==> src/pien_pkg.sv <==
// ============================================================================
// pien_pkg
// Shared types, constants and helper functions for the pendulum stepper.
// ============================================================================
`default_nettype none

package pien_pkg;

    // Fixed-point format of all state and register values (signed Q8.24).
    localparam int FRAC_BITS     = 24;
    // CORDIC works in Q2.30; outputs are floored back to FRAC_BITS.
    localparam int CORDIC_STAGES = 30;
    localparam int CORDIC_SHIFT  = 30 - FRAC_BITS;
    // Angle magnitude in Q30 before reduction.
    localparam int RMAG_W        = 32 + CORDIC_SHIFT;
    // Quotient of the angle reduction stays below 2^REDUCE_STEPS.
    localparam int REDUCE_STEPS  = 5;
    // Numerator width of the fixed-point quotient.
    localparam int NUM_W         = 32 + FRAC_BITS;
    localparam int DIV_STEPS     = 32;

    localparam logic signed [34:0] PI_Q30      = 35'sd3373259426;
    localparam logic signed [34:0] HALF_PI_Q30 = 35'sd1686629713;
    localparam logic signed [34:0] TWO_PI_Q30  = 35'sd6746518852;
    localparam logic signed [33:0] CORDIC_GAIN = 34'sd652032874;

    // Micro-operation codes issued by the controller.
    localparam int OP_W = 6;
    localparam logic [OP_W-1:0] OP_IDLE   = 6'd0;
    localparam logic [OP_W-1:0] OP_M_HA   = 6'd1;
    localparam logic [OP_W-1:0] OP_W_HA   = 6'd2;
    localparam logic [OP_W-1:0] OP_M_H2A  = 6'd3;
    localparam logic [OP_W-1:0] OP_W_H2A  = 6'd4;
    localparam logic [OP_W-1:0] OP_RED_I  = 6'd5;
    localparam logic [OP_W-1:0] OP_RED_S  = 6'd6;
    localparam logic [OP_W-1:0] OP_RED_F  = 6'd7;
    localparam logic [OP_W-1:0] OP_FOLD   = 6'd8;
    localparam logic [OP_W-1:0] OP_CORDIC = 6'd9;
    localparam logic [OP_W-1:0] OP_CS     = 6'd10;
    localparam logic [OP_W-1:0] OP_M_F0   = 6'd11;
    localparam logic [OP_W-1:0] OP_W_F0   = 6'd12;
    localparam logic [OP_W-1:0] OP_M_F1   = 6'd13;
    localparam logic [OP_W-1:0] OP_W_F1   = 6'd14;
    localparam logic [OP_W-1:0] OP_M_HAC  = 6'd15;
    localparam logic [OP_W-1:0] OP_W_HAC  = 6'd16;
    localparam logic [OP_W-1:0] OP_M_DET  = 6'd17;
    localparam logic [OP_W-1:0] OP_W_DET  = 6'd18;
    localparam logic [OP_W-1:0] OP_M_N0   = 6'd19;
    localparam logic [OP_W-1:0] OP_W_N0   = 6'd20;
    localparam logic [OP_W-1:0] OP_M_N1   = 6'd21;
    localparam logic [OP_W-1:0] OP_W_N1   = 6'd22;
    localparam logic [OP_W-1:0] OP_DIV_I  = 6'd23;
    localparam logic [OP_W-1:0] OP_DIV_S  = 6'd24;
    localparam logic [OP_W-1:0] OP_DIV_F  = 6'd25;
    localparam logic [OP_W-1:0] OP_UPD    = 6'd26;
    localparam logic [OP_W-1:0] OP_MAG    = 6'd27;
    localparam logic [OP_W-1:0] OP_M_E0   = 6'd28;
    localparam logic [OP_W-1:0] OP_W_E0   = 6'd29;
    localparam logic [OP_W-1:0] OP_M_E1   = 6'd30;
    localparam logic [OP_W-1:0] OP_W_E1   = 6'd31;
    localparam logic [OP_W-1:0] OP_CHK    = 6'd32;
    localparam logic [OP_W-1:0] OP_FIN    = 6'd33;

    // Configuration register indexes.
    localparam logic [2:0] REG_STEP_SIZE  = 3'd0;
    localparam logic [2:0] REG_ALPHA_SQ   = 3'd1;
    localparam logic [2:0] REG_THETA_INIT = 3'd2;
    localparam logic [2:0] REG_TOL_SQ     = 3'd3;
    localparam logic [2:0] REG_MAX_ITERS  = 3'd4;

    typedef struct packed {
        logic [OP_W-1:0] op;
        logic [4:0]      idx;
        logic            load;
        logic            restart;
    } pien_cmd_t;

    typedef struct packed {
        logic stop;
        logic out_busy;
    } pien_sts_t;

    typedef struct packed {
        logic [30:0]        step_size;
        logic [30:0]        alpha_sq;
        logic signed [31:0] theta_init;
        logic [30:0]        tol_sq;
        logic [3:0]         max_iters;
    } pien_cfg_t;

    // Arctangent of 2^-i in Q2.30.
    function automatic logic signed [34:0] atan_q30(input logic [4:0] i);
        logic [29:0] v;
        begin
            case (i)
                5'd0:    v = 30'h3243F6A8;
                5'd1:    v = 30'h1DAC6705;
                5'd2:    v = 30'h0FADBAFC;
                5'd3:    v = 30'h07F56EA6;
                5'd4:    v = 30'h03FEAB76;
                5'd5:    v = 30'h01FFD55B;
                5'd6:    v = 30'h00FFFAAA;
                5'd7:    v = 30'h007FFF55;
                5'd8:    v = 30'h003FFFEA;
                5'd9:    v = 30'h001FFFFD;
                5'd10:   v = 30'h000FFFFF;
                5'd11:   v = 30'h0007FFFF;
                5'd12:   v = 30'h0003FFFF;
                5'd13:   v = 30'h0001FFFF;
                5'd14:   v = 30'h0000FFFF;
                5'd15:   v = 30'h00007FFF;
                5'd16:   v = 30'h00003FFF;
                5'd17:   v = 30'h00001FFF;
                5'd18:   v = 30'h00000FFF;
                5'd19:   v = 30'h000007FF;
                5'd20:   v = 30'h000003FF;
                5'd21:   v = 30'h000001FF;
                5'd22:   v = 30'h000000FF;
                5'd23:   v = 30'h0000007F;
                5'd24:   v = 30'h0000003F;
                5'd25:   v = 30'h0000001F;
                5'd26:   v = 30'h0000000F;
                5'd27:   v = 30'h00000008;
                5'd28:   v = 30'h00000004;
                5'd29:   v = 30'h00000002;
                default: v = 30'h0;
            endcase
            atan_q30 = $signed({5'b0, v});
        end
    endfunction

    // Saturate a wide signed value to the signed 32-bit range.
    function automatic logic signed [31:0] sat32(input logic signed [63:0] v);
        begin
            if (v > 64'sd2147483647) begin
                sat32 = 32'sh7FFFFFFF;
            end
            else if (v < -64'sd2147483648) begin
                sat32 = 32'sh80000000;
            end
            else begin
                sat32 = v[31:0];
            end
        end
    endfunction

endpackage

`default_nettype wire

==> src/pien_ctrl.sv <==
// ============================================================================
// pien_ctrl
// Sequencer that walks the datapath through one Newton-solved time step.
// ============================================================================
`default_nettype none

module pien_ctrl
    import pien_pkg::*;
(
    input  wire logic      clk,
    input  wire logic      rst_n,
    input  wire logic      req_valid,
    output logic           req_ready,
    input  wire pien_sts_t sts,
    output pien_cmd_t      cmd,
    input  wire logic      req_restart
);

    logic [OP_W-1:0] state_reg, state_next;
    logic [4:0]      cnt_reg, cnt_next;

    always_ff @(posedge clk or negedge rst_n) begin
        if (!rst_n) begin
            state_reg <= OP_IDLE;
            cnt_reg   <= '0;
        end
        else begin
            state_reg <= state_next;
            cnt_reg   <= cnt_next;
        end
    end

    always_comb begin
        state_next = state_reg;
        cnt_next   = cnt_reg;
        case (state_reg)
            OP_IDLE: begin
                if (req_valid) begin
                    state_next = OP_M_HA;
                end
            end
            OP_RED_I: begin
                state_next = OP_RED_S;
                cnt_next   = 5'(REDUCE_STEPS - 1);
            end
            OP_RED_S: begin
                if (cnt_reg == 5'd0) begin
                    state_next = OP_RED_F;
                end
                else begin
                    cnt_next = cnt_reg - 5'd1;
                end
            end
            OP_FOLD: begin
                state_next = OP_CORDIC;
                cnt_next   = '0;
            end
            OP_CORDIC: begin
                if (cnt_reg == 5'(CORDIC_STAGES - 1)) begin
                    state_next = OP_CS;
                end
                else begin
                    cnt_next = cnt_reg + 5'd1;
                end
            end
            OP_DIV_I: begin
                state_next = OP_DIV_S;
                cnt_next   = '0;
            end
            OP_DIV_S: begin
                if (cnt_reg == 5'(DIV_STEPS - 1)) begin
                    state_next = OP_DIV_F;
                end
                else begin
                    cnt_next = cnt_reg + 5'd1;
                end
            end
            OP_CHK: begin
                state_next = sts.stop ? OP_FIN : OP_RED_I;
            end
            OP_FIN: begin
                if (!sts.out_busy) begin
                    state_next = OP_IDLE;
                end
            end
            default: begin
                // Straight-line micro-operations simply advance.
                if (state_reg < OP_FIN) begin
                    state_next = state_reg + 6'd1;
                end
                else begin
                    state_next = OP_IDLE;
                end
            end
        endcase
    end

    assign req_ready   = (state_reg == OP_IDLE);
    assign cmd.op      = state_reg;
    assign cmd.idx     = cnt_reg;
    assign cmd.load    = (state_reg == OP_IDLE) && req_valid;
    assign cmd.restart = req_restart;

endmodule

`default_nettype wire

==> config.mk <==
export PLATFORM = sky130hd
export DESIGN_NAME = pien_ctrl
export DESIGN_NICKNAME = d
export VERILOG_FILES = /design/src/pien_pkg.sv /design/src/pien_ctrl.sv
export SDC_FILE = /design/constraint.sdc
export NUM_CORES = 1
export LEC_CHECK = 0
export BUFFER_PORTS_ARGS = -buffer_cell sky130_fd_sc_hd__buf_2
export CAP_MARGIN = 20
export CORE_MARGIN = 10
export CORE_UTILIZATION = 54
export DETAILED_ROUTE_END_ITERATION = 7
export MAX_ROUTING_LAYER = met4
export PLACE_DENSITY_LB_ADDON = 0.2
export SLEW_MARGIN = 10
export SYNTH_ARGS = -nofsm -noshare
export SYNTH_HDL_FRONTEND = slang
export SYNTH_SLANG_ARGS = --single-unit
==> constraint.sdc <==
create_clock -name clk -period 3 [get_ports clk]
set_input_delay 0.3 -clock clk [delete_from_list [all_inputs] [get_ports clk]]
set_output_delay 0.3 -clock clk [all_outputs]
set_load 0.02 [all_outputs]
Word-level counts from Yosys, hierarchy flattened
Index checks and enable logic that the tools add are counted.
{"block": "classes", "add_sub_neg": 3, "n_eq_ne": 18, "magnitude_cmp": 1, "reduce_logical": 7, "muxes": 12}
{"operator": "6-bit one-hot mux with 9 select lines", "n": 1}
{"operator": "6-bit 2-to-1 mux", "n": 7}
{"operator": "5-bit one-hot mux with 5 select lines", "n": 1}
{"operator": "2-bit inequality test (second input constant)", "n": 8}
{"operator": "5-bit 2-to-1 mux", "n": 3}
{"operator": "6-bit by 3-bit equality test with 1-bit output (second input constant)", "n": 2}
{"operator": "6-bit by 4-bit equality test with 1-bit output (second input constant)", "n": 2}
{"operator": "6-bit by 5-bit equality test with 1-bit output (second input constant)", "n": 2}
{"operator": "6-bit equality test (second input constant)", "n": 2}
{"operator": "5-bit equality test (second input constant)", "n": 2}
{"operator": "6-bit by 1-bit adder with 6-bit output (second input constant)", "n": 1}
{"operator": "6-bit zero test", "n": 1}
{"operator": "6-bit less-than comparator (second input constant)", "n": 1}
{"operator": "5-bit by 1-bit adder with 5-bit output (second input constant)", "n": 1}
{"operator": "5-bit zero test", "n": 1}
{"operator": "5-bit AND reduction", "n": 1}
{"operator": "5-bit nonzero test", "n": 1}
{"operator": "5-bit by 1-bit subtractor with 5-bit output (second input constant)", "n": 1}
{"operator": "4-bit AND reduction", "n": 1}
{"operator": "2-bit OR reduction", "n": 1}
{"operator": "1-bit logical AND", "n": 1}
{"block": "totals", "out_inout_bits": 14, "inputBits": 6, "elab_cells": 43, "ff_bits": 11}

Depth between registers and ports, before layout
{"block": "logic_depth", "word_depth": 4, "depth_mapped": 11, "depth_no_buf": 10}

Worst setup path before layout
No wires, ideal clock.
{"block": "synth_timing", "path_kind": "reg-to-reg", "start": "reg state_reg[1]", "end": "reg cnt_reg[2]", "stages_incl_launch_ff": 12, "path_buffers": 1, "setup_ps": 125, "synth_period_minus_slack_ps": 2616, "slack_ps": 384, "required_ps": 2875, "arrival_ps": 2491, "path_cell_list": "dfrtp_1 -> inv_1 -> ha_1 -> clkbuf_1 -> nor2b_1 -> o21a_1 -> xnor2_1 -> ha_1 -> nor2_1 -> a221o_1 -> o2bb2ai_1 -> mux2_4"}
{"block": "synth_between", "elab_chain_cells": 4, "word_cells_on_any_way": 13, "classes_between": "eq/ne: 9; mux: 1; reduce/logical: 3"}
{"element": "start, declared", "line": "pien_ctrl.sv:19", "text": "logic [OP_W-1:0] state_reg, state_next;"}
{"element": "start signal, assigned", "line": "pien_ctrl.sv:28", "text": "state_reg <= state_next;"}
{"element": "6-bit by 5-bit equality test with 1-bit output or 6-bit by 4-bit equality test with 1-bit output (tied branches)", "line": "pien_ctrl.sv:36", "text": "case (state_reg)"}
{"element": "2-bit OR reduction (no line)"}
{"element": "5-bit nonzero test (no line)"}
{"element": "4-bit AND reduction (no line)"}
{"element": "end signal, assigned", "line": "pien_ctrl.sv:29", "text": "cnt_reg <= cnt_next;"}
{"element": "end, declared", "line": "pien_ctrl.sv:20", "text": "logic [4:0] cnt_reg, cnt_next;"}
Parallel ways exist; a longest one is shown, timed or not.
A chain may end at the register's enable or synchronous reset.

Worst setup path after layout
Ends and elaborated chain as after synthesis.

==> summary.md <==
The number of port buffers was 17. For this block, the routed nets add up to 2.607 mm of wire. Yosys printed 0 warnings.

The final max-slew violation count is 0, and the number of diodes added for antenna fixing is 0. Relative to the synthesized area, the layout overhead comes to 11.63%. The initialized floorplan defines 16 standard-cell rows. Across the routed clock network, the largest skew measured is 4.788 ps. Setup slack on the worst reg-to-reg path comes out at 320 ps. Across the run, the number of max-cap violations was 0.

Post-CTS timing repair inserted 0 buffers for setup. The largest voltage drop on the vdd net is 0.0005441 V. Excluding fillers, the count of instances in the completed layout stands at 168. The count of H-tree levels built during CTS came out at 1. Measured along the y axis, the die boundary spans 64.41 µm. Depth of the worst register-to-register path: 10. The run gives 0.2585 as the proportion of synthesized chip area in sequential cells. The met1 routing resource usage after global routing was 0.1690. After technology mapping, the gate count stands at 124. The number of enable-type register cells in the synthesized netlist came out at 0. Class of the tightest hold or removal check: in -> async.

Once detail routing completed, the nets flagged for antenna violations numbered 0. The run gives 418.3 ps as the smallest hold slack. The met3 global-route usage is 0.05923. The average instance in the mapped netlist occupies 8.587 µm².

The startpoint identified for the worst register-to-register timing path is state_reg[1]$_DFFE_PN0P_. The maximum buffer depth of the clock tree came out at 2. For this block, the initial DRC count from the detailed router was 44.

The logs give 2840 ps for the arrival time of data at the critical path endpoint and 20 for the number of primary I/O pins. The tools report the beginning of the critical path as state_reg[1]$_DFFE_PN0P_. The die boundary width was 64.41 µm.

The peak-usage layer in the global routing report was met2. Capturing element of the worst setup path: cnt_reg[2]$_DFFE_PN0P_. Timing would allow up to 373.4 MHz.

Share of synthesized flip-flops with an asynchronous set or reset: 1.000. The number of vias per cell was 6.149. The minimum period implied by the final worst setup slack was 2678 ps; the filler cell count was 166.

The initial antenna violation count was 0; the setup TNS after final layout was 0 ps. Terminus of the critical flop-to-flop path: cnt_reg[2]$_DFFE_PN0P_. The worst setup path is of the reg -> reg kind. The initial cell density of the core is 0.5540.

The capturing element type of the critical path was a flip-flop. The via count of the first global-routing pass came out at 956. Setup repair after global routing left no endpoint under its margin. Predominant post-synthesis flop cell: sky130_fd_sc_hd__dfrtp_1.

The register with the most flip-flops in the layout has 6 of them. Along the worst path, the maximum fanout reaches 9. Detailed placement ended at an HPWL of 2.038 mm. The post-synthesis instance area was 1065 µm². Clock latency on the worst-skew pair, taken at its later pin, is 270 ps. The logs give 16 for the pin count of the biggest net entering global routing and 47 for the distinct cell type count after synthesis. The library cells used most frequently in the layout, excluding fill and tap cells, are 17 x sky130_fd_sc_hd__buf_2, 11 x sky130_fd_sc_hd__nor2_1, 11 x sky130_fd_sc_hd__dfrtp_1, 8 x sky130_fd_sc_hd__nand2_1, 8 x sky130_fd_sc_hd__o21ai_0. STA puts the critical path data required time at 3170 ps. The tools report the met2 layer usage reported by global route as 0.1860.

In this run the power density over the cells is 1097 nW/µm². Counting every net in the synthesized netlist gives 136. Summing all non-filler instances in the final layout gives an area of 1189 µm². The transition time of the tightest slew-check pin came out at 442.2 ps. For the leakage power summed over all cells, the log shows 0.5247 nW. The final layout contains 154 nets.

Post-detailed-route wirelength per cell: 15.52 µm. The tools report the overall die area as 4148 µm². The congestion estimate from routability-driven global placement came to 0.9131. The placed cell count is 163, and the leftover overflow at the end of global routing is 0. The number of setup violations in the final report is 0. Leaving out fill and tap cells, the most frequent cell in the layout is sky130_fd_sc_hd__buf_2.

The tools report the final routed DRC violation total as 0. The final worst-path cycle share came out at 0.8928. The tools report the global-route usage over all layers as 0.1330.

The total count of hold-check failures in the final report is 0, and the area of the placeable core is 1922 µm². TritonCTS built the clock tree. The via count of the routed design came out at 1033.

The worst setup path is launched from a flip-flop. The clock edge transition at the registers on the reported setup and hold paths was 70 ps. The first global-routing pass estimated 4.491 mm of wire. The pre-antenna-repair detailed-routing pass consisted of 4 iterations.

After detailed placement, the total cell area comes to 1151 µm². Tightest slew margin relative to the limit: 0.7052. The root buffer selected by CTS was sky130_fd_sc_hd__clkbuf_4. The fraction of final layout cells sized beyond drive strength 1 was 0.2340.

Clock tree synthesis inserted a total of 3 buffers. The tree built by TritonCTS fans out to 11 sinks. The run finished with clean final reports.

The number of storage elements in the synthesis netlist works out to 11.
per-layer routing:
metal	part of all wire	vias to the layer above	wire [µm]
met2	0.48	47	1242
met1	0.43	488	1117
li1	-	494	-
met4	0.0073	0	19
met5	0	-	0
met3	0.087	4	227
metrics by stage:
| step | power (mW) | setup slack [ps] | util |
|---|---|---|---|
| 3_3_place_gp | 1.185 | 451.8 | 0.5990 |
| 5_1_grt | 1.429 | 67.98 | 0.6185 |
| 6_report | 1.304 | 321.7 | 0.6185 |
| 3_5_place_dp | 1.200 | 351.2 | 0.5990 |
| 4_1_cts | 1.308 | 331.6 | 0.6185 |
| 2_1_floorplan | 0.9946 | 384.3 | - |
worst max-delay path: stages, from the launching register on:
cell and delay [ps]:
sky130_fd_sc_hd__dfrtp_1 440, sky130_fd_sc_hd__inv_1 140, sky130_fd_sc_hd__ha_1 310, sky130_fd_sc_hd__nor2b_1 290, sky130_fd_sc_hd__o21a_1 240, sky130_fd_sc_hd__xnor2_1 130, sky130_fd_sc_hd__ha_1 240, sky130_fd_sc_hd__nor2_1 80
sky130_fd_sc_hd__a221o_1 330, sky130_fd_sc_hd__o2bb2ai_1 120, sky130_fd_sc_hd__mux2_4 260
repair_timing:
action                                 4_1_cts  5_1_grt
hold buffers                                 1        0
endpoints found under the hold margin       11        0
gates resized for setup                      0        0
how the worst min path moves through the flow:
stage | from | end | slack [ps] | cells after the start
floorplan | rst_n | cnt_reg[0]$_DFFE_PN0P_ | 4 | 0
global placement | rst_n | state_reg[4]$_DFFE_PN0P_ | 180 | 1
detailed placement | rst_n | state_reg[4]$_DFFE_PN0P_ | 190 | 1
CTS | rst_n | state_reg[4]$_DFFE_PN0P_ | 430 | 2
global route | rst_n | state_reg[4]$_DFFE_PN0P_ | 440 | 2
finish | rst_n | state_reg[4]$_DFFE_PN0P_ | 420 | 2
synthesized netlist by cell type (2+ instances only):
master | number | area share
sky130_fd_sc_hd__dfrtp_1 | 11 | 0.26
sky130_fd_sc_hd__nor2_1 | 11 | 0.039
sky130_fd_sc_hd__nand2_1 | 8 | 0.028
sky130_fd_sc_hd__o21ai_0 | 8 | 0.038
sky130_fd_sc_hd__ha_1 | 6 | 0.071
sky130_fd_sc_hd__nand3_1 | 6 | 0.028
sky130_fd_sc_hd__inv_1 | 5 | 0.018
sky130_fd_sc_hd__mux2i_1 | 4 | 0.038
sky130_fd_sc_hd__nor2b_1 | 4 | 0.023
sky130_fd_sc_hd__a21oi_1 | 3 | 0.014
sky130_fd_sc_hd__a31oi_1 | 3 | 0.018
sky130_fd_sc_hd__and2_1 | 3 | 0.018
sky130_fd_sc_hd__nand4_1 | 3 | 0.018
sky130_fd_sc_hd__nor3b_1 | 3 | 0.021
sky130_fd_sc_hd__o21a_1 | 3 | 0.021
sky130_fd_sc_hd__or3_1 | 3 | 0.018
sky130_fd_sc_hd__a311oi_1 | 2 | 0.016
sky130_fd_sc_hd__buf_2 | 2 | 0.0094
sky130_fd_sc_hd__buf_6 | 2 | 0.021
sky130_fd_sc_hd__clkbuf_1 | 2 | 0.0071
sky130_fd_sc_hd__nand3b_1 | 2 | 0.014
sky130_fd_sc_hd__nor3_1 | 2 | 0.0094
sky130_fd_sc_hd__o211ai_1 | 2 | 0.014
sky130_fd_sc_hd__o2bb2ai_1 | 2 | 0.016
sky130_fd_sc_hd__xor2_1 | 2 | 0.016
final cells by class:
class                      count  area [µm²]  area share
timing repair buffer          20       110.1     0.09263
clock inverter                 1       5.005    0.004211
clock buffer                   3       22.52     0.01895
sequential                    11       275.3      0.2316
tap                           27       33.78     0.02842
multi-input combinational    101       723.2      0.6084
inverter                       5       18.77     0.01579
power by group:
part / internal, mW / leakage, nW / switching, mW
combinational: 0.366 / 0.371 / 0.497
clock: 0.0495 / 0.0177 / 0.0515
sequential: 0.215 / 0.136 / 0.126
total: 0.630 / 0.525 / 0.674
logic make-up (layout without fill, tap and decap cells):
| group | count (synthesis) | after routing | share of synthesized area |
|---|---|---|---|
| AND/OR/NAND/NOR | 55 | 55 | 0.3079 |
| adder cells (fa/ha/maj) | 6 | 6 | 0.07050 |
| AO/OA/AOI/OAI | 32 | 32 | 0.2245 |
| buffers and inverters | 12 | 29 | 0.06229 |
| flip-flops | 11 | 11 | 0.2585 |
| multiplexers | 5 | 5 | 0.05170 |
| XOR/XNOR | 3 | 3 | 0.02468 |
(Power assumes the default switching activity.)
